==> src/rtl/dfscc_pkg.sv <==
// ---------------------------------------------------------------------------
// dfscc_pkg: shared codes and control types
// Status codes, controller commands and datapath status for the DFS block.
// ---------------------------------------------------------------------------
`default_nettype none
package dfscc_pkg;

  localparam int VTX_W = 6;
  localparam int CNT_W = 7;
  localparam int STAT_W = 2;
  localparam int FIELD_VMAX = 64;

  localparam logic [STAT_W-1:0] ST_OK    = 2'd0;
  localparam logic [STAT_W-1:0] ST_FULL  = 2'd1;
  localparam logic [STAT_W-1:0] ST_RANGE = 2'd2;

  typedef struct packed {
    logic load;        // latch the incoming word
    logic run_init;    // clear visited map, counters and stack
    logic head_rd_a;   // read list head of endpoint a
    logic head_rd_b;   // read list head of endpoint b
    logic wr_a;        // push node holding b onto list a
    logic wr_b;        // push node holding a onto list b
    logic emit_ack;    // drive insert acknowledgement
    logic scan_inc;    // advance scan index
    logic scan_start;  // start a component at the scan index
    logic visit_emit;  // emit visit, mark visited, save cursor, read head
    logic push;        // take head as new top cursor
    logic comp_next;   // close component, advance scan
    logic pop;         // drop top entry
    logic pop_take;    // load cursor of new top
    logic node_rd;     // read node at top cursor
    logic node_take;   // advance cursor, select neighbor
  } cmd_t;

  typedef struct packed {
    logic mode;
    logic ins_reject;
    logic scan_visited;
    logic depth_zero;
    logic cur_null;
    logic w_new;
    logic is_last;
    logic out_free;
  } sts_t;

endpackage
`default_nettype wire

==> src/rtl/dfscc_ctrl.sv <==
// ---------------------------------------------------------------------------
// dfscc_ctrl: sequencer
// State machine that steps the datapath through inserts and the DFS walk.
// ---------------------------------------------------------------------------
`default_nettype none
module dfscc_ctrl (
  input  wire logic          clk,
  input  wire logic          rst_n,
  input  wire logic          in_valid,
  output logic               in_stall,
  input  wire dfscc_pkg::sts_t sts,
  output dfscc_pkg::cmd_t    cmd
);

  localparam logic [3:0] S_IDLE  = 4'd0;
  localparam logic [3:0] S_INSRA = 4'd1;
  localparam logic [3:0] S_INSWA = 4'd2;
  localparam logic [3:0] S_INSRB = 4'd3;
  localparam logic [3:0] S_INSWB = 4'd4;
  localparam logic [3:0] S_ACK   = 4'd5;
  localparam logic [3:0] S_SCAN  = 4'd6;
  localparam logic [3:0] S_VISIT = 4'd7;
  localparam logic [3:0] S_PUSH  = 4'd8;
  localparam logic [3:0] S_WALK  = 4'd9;
  localparam logic [3:0] S_NODEW = 4'd10;
  localparam logic [3:0] S_POPW  = 4'd11;

  logic [3:0] state_r, state_nxt;

  assign in_stall = (state_r != S_IDLE);

  always_comb begin
    state_nxt = state_r;
    cmd = '0;
    case (state_r)
      S_IDLE: begin
        if (in_valid) begin
          cmd.load = 1'b1;
          if (sts.mode) begin
            cmd.run_init = 1'b1;
            state_nxt = S_SCAN;
          end else if (sts.ins_reject) begin
            state_nxt = S_ACK;
          end else begin
            state_nxt = S_INSRA;
          end
        end
      end
      S_INSRA: begin
        cmd.head_rd_a = 1'b1;
        state_nxt = S_INSWA;
      end
      S_INSWA: begin
        cmd.wr_a = 1'b1;
        state_nxt = S_INSRB;
      end
      S_INSRB: begin
        cmd.head_rd_b = 1'b1;
        state_nxt = S_INSWB;
      end
      S_INSWB: begin
        cmd.wr_b = 1'b1;
        state_nxt = S_ACK;
      end
      S_ACK: begin
        if (sts.out_free) begin
          cmd.emit_ack = 1'b1;
          state_nxt = S_IDLE;
        end
      end
      S_SCAN: begin
        if (sts.scan_visited) begin
          cmd.scan_inc = 1'b1;
        end else begin
          cmd.scan_start = 1'b1;
          state_nxt = S_VISIT;
        end
      end
      S_VISIT: begin
        if (sts.out_free) begin
          cmd.visit_emit = 1'b1;
          state_nxt = sts.is_last ? S_IDLE : S_PUSH;
        end
      end
      S_PUSH: begin
        cmd.push = 1'b1;
        state_nxt = S_WALK;
      end
      S_WALK: begin
        if (sts.depth_zero) begin
          cmd.comp_next = 1'b1;
          state_nxt = S_SCAN;
        end else if (sts.cur_null) begin
          cmd.pop = 1'b1;
          state_nxt = S_POPW;
        end else begin
          cmd.node_rd = 1'b1;
          state_nxt = S_NODEW;
        end
      end
      S_NODEW: begin
        cmd.node_take = 1'b1;
        state_nxt = sts.w_new ? S_VISIT : S_WALK;
      end
      S_POPW: begin
        cmd.pop_take = 1'b1;
        state_nxt = S_WALK;
      end
      default: begin
        state_nxt = S_IDLE;
      end
    endcase
  end

  always_ff @(posedge clk) begin
    if (!rst_n) begin
      state_r <= S_IDLE;
    end else begin
      state_r <= state_nxt;
    end
  end

endmodule
`default_nettype wire

==> src/rtl/dfscc_dp.sv <==
// ---------------------------------------------------------------------------
// dfscc_dp: datapath
// Adjacency store, visited map, cursor stack and output register.
// ---------------------------------------------------------------------------
`default_nettype none
module dfscc_dp #(
  parameter int MAX_VERTICES = 64,
  parameter int MAX_EDGES    = 128
) (
  input  wire logic                                clk,
  input  wire logic                                rst_n,
  input  wire logic                                cfg_wr_en,
  input  wire logic [dfscc_pkg::CNT_W-1:0]         cfg_wr_data,
  input  wire logic                                in_mode,
  input  wire logic [dfscc_pkg::VTX_W-1:0]         in_vertex_a,
  input  wire logic [dfscc_pkg::VTX_W-1:0]         in_vertex_b,
  output logic                                     out_valid,
  input  wire logic                                out_stall,
  output logic [dfscc_pkg::STAT_W-1:0]             out_status,
  output logic                                     out_is_visit,
  output logic [dfscc_pkg::VTX_W-1:0]              out_vertex,
  output logic [dfscc_pkg::VTX_W-1:0]              out_component,
  output logic                                     out_new_component,
  output logic                                     out_last,
  input  wire dfscc_pkg::cmd_t                     cmd,
  output dfscc_pkg::sts_t                          sts
);

  localparam int VW = dfscc_pkg::VTX_W;
  localparam int CW = dfscc_pkg::CNT_W;
  localparam int VLIMIT = (MAX_VERTICES < dfscc_pkg::FIELD_VMAX) ?
                          MAX_VERTICES : dfscc_pkg::FIELD_VMAX;
  localparam int HAW = $clog2(VLIMIT);
  localparam int NODE_CAP = 2 * MAX_EDGES;
  localparam int NW = $clog2(NODE_CAP + 1);
  localparam int AW = $clog2(NODE_CAP);
  localparam logic [NW-1:0] NODE_NULL = NW'(NODE_CAP);
  localparam logic [CW-1:0] VLIM_C = CW'(VLIMIT);

  // configuration and active count
  logic [CW-1:0] vcount_r;
  logic [CW-1:0] n_act;
  always_ff @(posedge clk) begin
    if (!rst_n) begin
      vcount_r <= CW'(64);
    end else if (cfg_wr_en) begin
      vcount_r <= cfg_wr_data;
    end
  end
  always_comb begin
    if (vcount_r == '0) n_act = CW'(1);
    else if (vcount_r > VLIM_C) n_act = VLIM_C;
    else n_act = vcount_r;
  end

  // latched input word
  logic [VW-1:0] a_r, b_r;
  logic [dfscc_pkg::STAT_W-1:0] ack_st_r, ack_st;
  logic [NW-1:0] used_r;
  logic range_bad, full;

  assign range_bad = ({1'b0, in_vertex_a} >= n_act) || ({1'b0, in_vertex_b} >= n_act);
  assign full = ({1'b0, used_r} + (NW+1)'(2)) > (NW+1)'(NODE_CAP);
  always_comb begin
    if (range_bad) ack_st = dfscc_pkg::ST_RANGE;
    else if (full) ack_st = dfscc_pkg::ST_FULL;
    else ack_st = dfscc_pkg::ST_OK;
  end

  always_ff @(posedge clk) begin
    if (cmd.load) begin
      a_r <= in_vertex_a;
      b_r <= in_vertex_b;
      ack_st_r <= ack_st;
    end
  end

  // list heads: memory plus valid bits
  logic [NW-1:0] head_mem [VLIMIT];
  logic [VLIMIT-1:0] head_v_r;
  logic [NW-1:0] head_rd_r;
  logic head_rv_r;
  logic [NW-1:0] head_val;
  logic [VW-1:0] v_r;
  logic [VW-1:0] h_raddr, h_waddr;
  logic h_rd, h_wr;

  assign h_rd = cmd.head_rd_a || cmd.head_rd_b || cmd.visit_emit;
  assign h_raddr = cmd.head_rd_a ? a_r : (cmd.head_rd_b ? b_r : v_r);
  assign h_wr = cmd.wr_a || cmd.wr_b;
  assign h_waddr = cmd.wr_a ? a_r : b_r;
  assign head_val = head_rv_r ? head_rd_r : NODE_NULL;

  always_ff @(posedge clk) begin
    if (h_wr) head_mem[h_waddr[HAW-1:0]] <= used_r;
    if (h_rd) begin
      head_rd_r <= head_mem[h_raddr[HAW-1:0]];
      head_rv_r <= head_v_r[h_raddr[HAW-1:0]];
    end
  end

  always_ff @(posedge clk) begin
    if (!rst_n) begin
      head_v_r <= '0;
      used_r <= '0;
    end else if (h_wr) begin
      head_v_r[h_waddr[HAW-1:0]] <= 1'b1;
      used_r <= used_r + NW'(1);
    end
  end

  // node store
  logic [VW-1:0] nv_mem [NODE_CAP];
  logic [NW-1:0] nn_mem [NODE_CAP];
  logic [VW-1:0] nv_rd_r;
  logic [NW-1:0] nn_rd_r;
  logic [NW-1:0] cur_r;

  always_ff @(posedge clk) begin
    if (h_wr) begin
      nv_mem[used_r[AW-1:0]] <= cmd.wr_a ? b_r : a_r;
      nn_mem[used_r[AW-1:0]] <= head_val;
    end
    if (cmd.node_rd) begin
      nv_rd_r <= nv_mem[cur_r[AW-1:0]];
      nn_rd_r <= nn_mem[cur_r[AW-1:0]];
    end
  end

  // walk state
  logic [VLIMIT-1:0] visited_r;
  logic [CW-1:0] depth_r, i_r, comp_r, vcnt_r;
  logic start_r;
  logic [NW-1:0] stk_mem [VLIMIT];
  logic [NW-1:0] stk_rd_r;
  logic [CW-1:0] depth_m1, depth_m2;

  assign depth_m1 = depth_r - CW'(1);
  assign depth_m2 = depth_r - CW'(2);

  always_ff @(posedge clk) begin
    if (cmd.visit_emit && depth_r != '0) stk_mem[depth_m1[HAW-1:0]] <= cur_r;
    if (cmd.pop) stk_rd_r <= stk_mem[depth_m2[HAW-1:0]];
  end

  always_ff @(posedge clk) begin
    if (!rst_n) begin
      visited_r <= '0;
      depth_r <= '0;
      i_r <= '0;
      comp_r <= '0;
      vcnt_r <= '0;
      start_r <= 1'b0;
    end else begin
      if (cmd.run_init) begin
        visited_r <= '0;
        depth_r <= '0;
        i_r <= '0;
        comp_r <= '0;
        vcnt_r <= '0;
      end
      if (cmd.scan_inc) i_r <= i_r + CW'(1);
      if (cmd.scan_start) begin
        v_r <= i_r[VW-1:0];
        start_r <= 1'b1;
      end
      if (cmd.visit_emit) begin
        visited_r[v_r[HAW-1:0]] <= 1'b1;
        vcnt_r <= vcnt_r + CW'(1);
      end
      if (cmd.push) begin
        cur_r <= head_val;
        depth_r <= depth_r + CW'(1);
      end
      if (cmd.comp_next) begin
        comp_r <= comp_r + CW'(1);
        i_r <= i_r + CW'(1);
      end
      if (cmd.pop) depth_r <= depth_m1;
      if (cmd.pop_take && depth_r != '0) cur_r <= stk_rd_r;
      if (cmd.node_take) begin
        cur_r <= nn_rd_r;
        v_r <= nv_rd_r;
        start_r <= 1'b0;
      end
    end
  end

  // output register
  logic out_free;
  assign out_free = !out_valid || !out_stall;

  always_ff @(posedge clk) begin
    if (!rst_n) begin
      out_valid <= 1'b0;
    end else if (cmd.emit_ack || cmd.visit_emit) begin
      out_valid <= 1'b1;
    end else if (!out_stall) begin
      out_valid <= 1'b0;
    end
  end

  always_ff @(posedge clk) begin
    if (cmd.emit_ack) begin
      out_status <= ack_st_r;
      out_is_visit <= 1'b0;
      out_vertex <= '0;
      out_component <= '0;
      out_new_component <= 1'b0;
      out_last <= 1'b1;
    end else if (cmd.visit_emit) begin
      out_status <= dfscc_pkg::ST_OK;
      out_is_visit <= 1'b1;
      out_vertex <= v_r;
      out_component <= comp_r[VW-1:0];
      out_new_component <= start_r;
      out_last <= sts.is_last;
    end
  end

  assign sts.mode = in_mode;
  assign sts.ins_reject = range_bad || full;
  assign sts.scan_visited = visited_r[i_r[HAW-1:0]];
  assign sts.depth_zero = (depth_r == '0);
  assign sts.cur_null = (cur_r >= NODE_NULL);
  assign sts.w_new = ({1'b0, nv_rd_r} < n_act) && !visited_r[nv_rd_r[HAW-1:0]];
  assign sts.is_last = ((vcnt_r + CW'(1)) == n_act);
  assign sts.out_free = out_free;

endmodule
`default_nettype wire

==> src/rtl/dfs_connected_components.sv <==
// ---------------------------------------------------------------------------
// dfs_connected_components: connected components by depth-first search
// Edge loader into adjacency lists and a stack-based DFS that reports
// every vertex in visit order with its component number.
// ---------------------------------------------------------------------------
// One word at a time. An accepted insert (mode 0) runs two list head reads
// and two node writes, then one acknowledgement; a rejected insert goes
// straight to it. A run (mode 1) emits one result per active vertex
// (vertex_count, 0 as one, clamped to the limit): the scan steps past
// visited vertices, each component is started and closed, each adjacency
// node walked is read and taken, and each visit is emitted, pushed and later
// popped with its cursor stack read. The run ends at the last visit, which
// carries the last flag. Output stall holds the walk at the next visit. The
// visited map and list head valid bits reset at once; no clearing pass.
// ---------------------------------------------------------------------------
`default_nettype none
module dfs_connected_components #(
  parameter int MAX_VERTICES = 64,
  parameter int MAX_EDGES    = 128
) (
  input  wire logic                        clk,
  input  wire logic                        rst_n,
  input  wire logic                        cfg_wr_en,
  input  wire logic [6:0]                  cfg_wr_data,
  input  wire logic                        in_valid,
  output logic                             in_stall,
  input  wire logic                        in_mode,
  input  wire logic [5:0]                  in_vertex_a,
  input  wire logic [5:0]                  in_vertex_b,
  output logic                             out_valid,
  input  wire logic                        out_stall,
  output logic [1:0]                       out_status,
  output logic                             out_is_visit,
  output logic [5:0]                       out_vertex,
  output logic [5:0]                       out_component,
  output logic                             out_new_component,
  output logic                             out_last
);

  // command and status between sequencer and datapath
  dfscc_pkg::cmd_t cmd;
  dfscc_pkg::sts_t sts;

  dfscc_ctrl u_ctrl (
    .clk      (clk),
    .rst_n    (rst_n),
    .in_valid (in_valid),
    .in_stall (in_stall),
    .sts      (sts),
    .cmd      (cmd)
  );

  dfscc_dp #(
    .MAX_VERTICES (MAX_VERTICES),
    .MAX_EDGES    (MAX_EDGES)
  ) u_dp (
    .clk               (clk),
    .rst_n             (rst_n),
    .cfg_wr_en         (cfg_wr_en),
    .cfg_wr_data       (cfg_wr_data),
    .in_mode           (in_mode),
    .in_vertex_a       (in_vertex_a),
    .in_vertex_b       (in_vertex_b),
    .out_valid         (out_valid),
    .out_stall         (out_stall),
    .out_status        (out_status),
    .out_is_visit      (out_is_visit),
    .out_vertex        (out_vertex),
    .out_component     (out_component),
    .out_new_component (out_new_component),
    .out_last          (out_last),
    .cmd               (cmd),
    .sts               (sts)
  );

endmodule
`default_nettype wire

==> config.mk <==
export PLATFORM = sky130hd
export DESIGN_NAME = dfs_connected_components
export DESIGN_NICKNAME = d
export VERILOG_FILES = /design/src/rtl/dfscc_pkg.sv /design/src/rtl/dfscc_ctrl.sv /design/src/rtl/dfscc_dp.sv /design/src/rtl/dfs_connected_components.sv
export SDC_FILE = /design/constraint.sdc
export NUM_CORES = 2
export LEC_CHECK = 0
export ABC_AREA = 0
export BUFFER_PORTS_ARGS = -buffer_cell sky130_fd_sc_hd__buf_2
export CAP_MARGIN = 20
export CORE_MARGIN = 2
export CORE_UTILIZATION = 45
export DETAILED_ROUTE_END_ITERATION = 6
export PLACE_DENSITY = 0.68
export SYNTH_ARGS = -nofsm -noshare
export SYNTH_HDL_FRONTEND = slang
export SYNTH_MEMORY_MAX_BITS = 65536
export SYNTH_SLANG_ARGS = --single-unit
==> constraint.sdc <==
create_clock -name clk -period 5.8 [get_ports clk]
set_clock_uncertainty 0.1 [all_clocks]
set_input_delay 1.45 -clock clk [delete_from_list [all_inputs] [get_ports clk]]
set_output_delay 1.45 -clock clk [all_outputs]
set_load 0.1 [all_outputs]
==> After elaboration in Yosys (flattened, before gate mapping) <==
Memory sizes are Yosys's and may differ from the RTL's. A register that Yosys moved wholly into a read port is not among the register bits.
Cells that the tools add are included.
{ "word_totals": {"mem_count": 4, "input_bits": 25, "out_inout_bits": 19, "ramBits": 4992, "reg_bits": 225} }
{ "op_classes": {"muxes": 75, "add_sub_neg": 8, "magnitude_cmp": 13, "n_bitwise": 3, "n_eq_ne": 17, "n_reduce_logical": 32} }
{ "memory_table": {"columns": ["memory", "depth", "word_bits", "rd", "rd_ports_with_merged_regs", "write_ports", "line_no", "text"], "rows": [
  ["u_dp.nn_mem", 256, 9, 1, 1, 1, "dfscc_dp.sv:114", "logic [NW-1:0] nn_mem [NODE_CAP];"],
  ["u_dp.nv_mem", 256, 6, 1, 1, 1, "dfscc_dp.sv:113", "logic [VW-1:0] nv_mem [NODE_CAP];"],
  ["u_dp.head_mem", 64, 9, 1, 1, 1, "dfscc_dp.sv:79", "logic [NW-1:0] head_mem [VLIMIT];"],
  ["u_dp.stk_mem", 64, 9, 1, 1, 1, "dfscc_dp.sv:134", "logic [NW-1:0] stk_mem [VLIMIT];"]
]} }
{ "op_table": {"columns": ["cell", "n"], "rows": [
  ["2-to-1 mux 64 bit", 3],
  ["OR 64 bit", 2],
  ["2-to-1 mux 7 bit", 9],
  ["one-hot mux 4 bit (11 select lines)", 1],
  ["2-to-1 mux 6 bit", 6],
  ["2-to-1 mux 9 bit", 4],
  ["< comparator 6 x 7 -> 1 bit, second input constant", 5],
  ["2-to-1 mux 1 bit", 32],
  ["adder 7 x 1 -> 7 bit, second input constant", 4],
  ["2-to-1 mux 4 bit", 7],
  ["binary-select mux 1 bit (select 6 bit)", 3],
  ["equality test 4 x 3 -> 1 bit, second input constant", 4],
  ["equality test 4 bit, second input constant", 4],
  [">= comparator 6 x 7 -> 1 bit", 2],
  ["logical NOT 7 bit", 2],
  ["demux 1 bit (select 6 bit)", 2],
  [">= comparator 6 x 1 -> 1 bit, second input constant", 2],
  ["2-to-1 mux 2 bit", 6],
  ["adder 9 x 2 -> 10 bit, second input constant", 1],
  ["> comparator 10 x 9 -> 1 bit, second input constant", 1],
  ["adder 9 x 1 -> 9 bit, second input constant", 1],
  [">= comparator 9 bit, second input constant", 1],
  ["nonzero test 3 bit", 3],
  ["equality test 4 x 2 -> 1 bit, second input constant", 2],
  ["20 further kinds", 41]
]} }

==> Longest topological paths before layout <==
{ "logic_depth": {"ltp_word": 10, "depth_mapped": 12} }

==> Modules after synthesis <==
A second synthesis with hierarchy kept.
{ "hier_totals": {"cells_unflattened": 10262, "area_unflattened_um2": 204089.5} }
{ "modules_own_cells": {"columns": ["mod", "area_per_inst_um2", "cells_per_inst", "n_inst", "seq_area_each_um2"], "rows": [
  ["dfscc_dp", 203579.0, 10187, 1, 155599.2],
  ["dfscc_ctrl", 510.5, 75, 1, 80.1]
]} }

==> Least setup slack after synthesis <==
No wires, ideal clock.
{ "synth_path": {"path_type": "flip-flop to flip-flop", "from": "reg u_dp.head_rd_r[8], read port of u_dp.head_mem", "to": "mem u_dp.nn_mem[0][8] in the netlist's numbering (data pin)", "n_path_buf": 0, "arrival_ps": 3719, "setup_time_ps": 905, "path_slack_ps": 1076, "stages_incl_launch_ff": 2, "required_time_ps": 4795, "synth_period_minus_slack_ps": 4724, "path_cell_list": "edfxtp_1 nand2b_1"} }
{ "synth_via": {"elab_chain_cells": 1} }
{ "synth_rtl": {"columns": ["element", "line_no", "text"], "rows": [
  ["from (decl)", "dfscc_dp.sv:81", "logic [NW-1:0] head_rd_r;"],
  ["2-to-1 mux 9 bit", "dfscc_dp.sv:92", "assign head_val = head_rv_r ? head_rd_r : NODE_NULL;"],
  ["net u_dp.head_val[8]", "dfscc_dp.sv:83", "logic [NW-1:0] head_val;"],
  ["to (decl)", "dfscc_dp.sv:114", null]
]} }
The timed path passes the listed nets, and every way through them passes these cells.

==> Final worst setup path <==
{ "layout_path": {"from": "reg u_dp.cur_r[0]", "to": "reg u_dp.nv_rd_r[2], read port of u_dp.nv_mem (data pin)"} }
{ "layout_via": {"elab_chain_cells": 4} }
{ "layout_rtl": {"columns": ["element", "line_no", "text"], "rows": [
  ["from (decl)", "dfscc_dp.sv:117", "logic [NW-1:0] cur_r;"],
  ["from (signal assigned)", "dfscc_dp.sv:172", "cur_r <= head_val;"],
  ["from (signal assigned)", "dfscc_dp.sv:180", "if (cmd.pop_take && depth_r != '0) cur_r <= stk_rd_r;"],
  ["from (signal assigned)", "dfscc_dp.sv:182", "cur_r <= nn_rd_r;"],
  [">= comparator 9 bit", "dfscc_dp.sv:225", "assign sts.cur_null = (cur_r >= NODE_NULL);"],
  ["2-to-1 mux 1 bit", "dfscc_ctrl.sv:93", "end else if (sts.cur_null) begin"],
  ["2-to-1 mux 1 bit", "dfscc_ctrl.sv:90", "if (sts.depth_zero) begin"],
  ["2-to-1 mux 1 bit", "dfscc_ctrl.sv:35", "case (state_r)"],
  ["to (decl)", "dfscc_dp.sv:115", "logic [VW-1:0] nv_rd_r;"]
]} }
Parallel ways exist; a longest one is shown, timed or not.
A chain may end at the register's enable or synchronous reset.

==> flow_summary.json <==
{
  "n_fill_cell": 34800,
  "dp_slack_ns": 1.10,
  "viasPerCell": 6.15,
  "numCtsBuffers": 519,
  "holdPathEnd": "u_dp.out_component[1]$_SDFFE_PP0P_",
  "final.setup.worst_slack_ns": 0.923,
  "area_growth_pct": 12.8,
  "power_density_mw_per_mm2": 375,
  "syn_area_mm2": 0.203,
  "rsz0062_at_grt": "false",
  "hpwl_mm": 290,
  "netlist_instances": 10000,
  "required_ns": 6.45,
  "status": "finished, violations left",
  "portBuffers": 43,
  "layout_common_cells": "edfxtp_1 (5,057), mux4_2 (1,169), nand2_1 (555)",
  "drive_above_1_share": 0.229,
  "worst_path_largest_cell_delay_ns": 0.71,
  "hold_path.class": "reg2reg",
  "h-tree-depth": 6,
  "yosys_warnings": 0,
  "drt-wirelength-per-cell_um": 29.5,
  "grt_max_degree": 203,
  "endpoint_kind": "flop",
  "drc": 4,
  "slowest_stage": "a221oi_1",
  "clk_pin_slew_ns": 0.06,
  "post_cts_buffers": 0,
  "ant_nets": 0,
  "num_io_pins": 44,
  "drv_cap": 0,
  "path_max_fanout": 43,
  "row_count": 246,
  "setup_viol_count_final": 0,
  "crit_path_cell_trace": "buf_4 > buf_12 > buf_4 > mux4_2 > a22o_1 > a221oi_1 > o221ai_1 > a22oi_1 > o221ai_1",
  "r2r_slack_ns": 0.92,
  "hold_viol": 0,
  "cts_tree": "built",
  "hold_slack_ns": 0.348,
  "ctsHoldBuffers": 0,
  "clockBufferDepth": 4,
  "die_h_um": 675,
  "track_usage": 0.214,
  "synth-seq-area-share": 0.768,
  "vias": 103000,
  "drt_wl_total_mm": 496,
  "worstSetupPathType": "reg2reg",
  "seqCellArea_mm2": 0.156,
  "cts-resized-gates": 0,
  "grt_pass1_wl_mm": 719,
  "nNetsFinal": 10500,
  "root_buffer": "clkbuf_16",
  "multi_input_area_mm2": 0.0446,
  "worstSkewPairLatency_ns": 1.06,
  "synth_edf_count": 5057,
  "final_common_cell": "edfxtp_1",
  "violations": "design-rule violations",
  "grt_pass1_vias": 102000,
  "gr-total-overflow": 0,
  "core_area_mm2": 0.449,
  "fin_crit_ns": 4.88,
  "async_reset_ff_frac": 0,
  "placed_area_mm2": 0.212,
  "synth_ff_type": "edfxtp_1",
  "slew_violations": 0,
  "cts.sinks": 5248,
  "period_share": 0.841,
  "r2r_end": "u_dp.nv_rd_r[2]$_DFFE_PP_",
  "drt_iter0_markers": 14200,
  "crit_family": "compound AO/OA/AOI/OAI gates",
  "ff2ff_path_depth": 9,
  "p_leak_nw": 71.2,
  "synth.net_count": 10100,
  "tns_ns": 0,
  "cp_num_buf_inv": 3,
  "r2r_start": "u_dp.cur_r[0]$_DFFE_PP_",
  "hold_depth": 2,
  "ys_ff_latch": 5248,
  "antenna_found_initial": 4,
  "first_pass_iters": 7,
  "min_from": "u_dp.out_component[1]$_SDFFE_PP0P_",
  "gp_congestion": 0.863,
  "worst_setup_path_start_kind": "flop",
  "arrival_ns": 5.53,
  "die-area_mm2": 0.456,
  "start_util": 0.452,
  "fmax_ghz": 0.205,
  "ys_types": 81,
  "slew_headroom": 0.138,
  "vdd_drop_max_uv": 375,
  "worstMarginPinSlew_ns": 1.29,
  "syn_area_per_cell_um2": 20.2,
  "final_area_mm2": 0.229,
  "die_w_um": 675
}
==> where the power goes <==
group          total, mW  leakage, nW  internal (mW)  switching [mW]
combinational       8.35         16.6           1.61            6.74
clock               32.3         7.87           18.0            14.3
sequential          45.0         46.7           44.8           0.183
==> worst reg2reg max path, cell delays in order, from the launching register on <==
cell and delay, ns:
edfxtp_1 0.53, buf_4 0.43, buf_12 0.37, buf_4 0.50, mux4_2 0.57, a22o_1 0.28
a221oi_1 0.71, o221ai_1 0.22, a22oi_1 0.65, o221ai_1 0.24
==> cell families (layout without fill, tap and decap cells) <==
group | Yosys count | count (layout) | synth area share
other | 0 | 7 | 0
AO/OA/AOI/OAI | 1201 | 1201 | 0.0423
buffers and inverters | 637 | 1480 | 0.0133
AND/OR/NAND/NOR | 1511 | 1511 | 0.0333
multiplexers | 1362 | 1362 | 0.140
XOR/XNOR | 27 | 27 | 0.00120
adder cells (fa/ha/maj) | 31 | 31 | 0.00191
flip-flops | 5248 | 5248 | 0.768
==> cell type report <==
cell class / count / share of cell area
diodes: 7 / 0.0000766
clock buffers: 651 / 0.0599
clock inverters: 277 / 0.0108
inverters: 18 / 0.000296
multi-input cells: 4132 / 0.195
flip-flops and latches: 5248 / 0.681
well taps: 5952 / 0.0326
repair buffers: 534 / 0.0202
==> cells in the mapped netlist (all sizes together) (8+ instances only) <==
master  count  area, µm²
a211oi     11       82.6
a21boi      9       67.6
a21o       10       75.1
a21oi     238       1190
a221oi    124       1090
a22o      122       1070
a22oi     301       2260
a31oi      51        334
a32oi      37        324
and2       46        288
and3       15       93.8
buf       237       1190
clkbuf    382       1430
dfxtp     191       3820
edfxtp   5057     152000
ha         31        388
inv        18       67.6
mux2       19        214
mux2i     172       1720
mux4     1171      26400
nand2     558       2100
nand2b     31        194
nand3     138        691
nand3b      9       67.6
nand4      16        100
nor2      473       1780
nor2b      88        551
nor3       43        215
nor3b       8       71.3
nor4       52        332
o21a       67        503
o21ai      70        350
o221ai     46        403
o22ai      78        488
or3         8       50.1
xnor2      19        166
xor2        8       77.6
==> per-stage QoR <==
stage	utilization	std cells	power, mW
after global placement	0.473	15900	53.7
after floorplan	-	10000	50.7
after CTS	0.509	16800	86.0
after global routing	0.509	16800	88.1
final	0.509	16800	85.7
after detailed placement	0.473	15900	54.1
==> worst max-delay path by stage <==
stage,to,cells past startpoint,from,slack (ns)
global placement,u_dp.stk_mem[4][0]$_DFFE_PP_,8,out_stall,1.15
global route,u_dp.nv_rd_r[2]$_DFFE_PP_,9,u_dp.cur_r[0]$_DFFE_PP_,0.89
CTS,u_dp.nv_rd_r[2]$_DFFE_PP_,9,u_dp.cur_r[0]$_DFFE_PP_,1.18
finish,u_dp.nv_rd_r[2]$_DFFE_PP_,9,u_dp.cur_r[0]$_DFFE_PP_,0.92
floorplan,u_dp.nn_mem[0][8]$_DFFE_PP_,1,u_dp.head_rd_r[8]$_DFFE_PP_,1.08
detailed placement,u_dp.stk_mem[16][1]$_DFFE_PP_,8,out_stall,1.10
==> flip-flops by register name, summed over array words and instances, names as in the netlist, 7 cells and up <==
name / flops
u_dp.stk_mem: 576
u_dp.visited_r: 64
u_dp.depth_r: 7
u_dp.stk_rd_r: 9
u_dp.nn_rd_r: 9
u_dp.cur_r: 9
u_dp.head_rd_r: 9
u_dp.head_v_r: 64
u_dp.used_r: 9
u_dp.nv_mem: 1536
u_dp.vcount_r: 7
u_dp.head_mem: 576
u_dp.vcnt_r: 7
u_dp.nn_mem: 2304
==> routing by layer <==
| metal | up-vias | track usage | wire (µm) |
|---|---|---|---|
| met5 | - | 0 | 0 |
| met4 | 0 | 0.0685 | 16500 |
| met3 | 820 | 0.0405 | 47400 |
| met2 | 5542 | 0.339 | 237000 |
| met1 | 54500 | 0.302 | 196000 |
| li1 | 42500 | - | - |
Power figures use the tool's default switching activity.
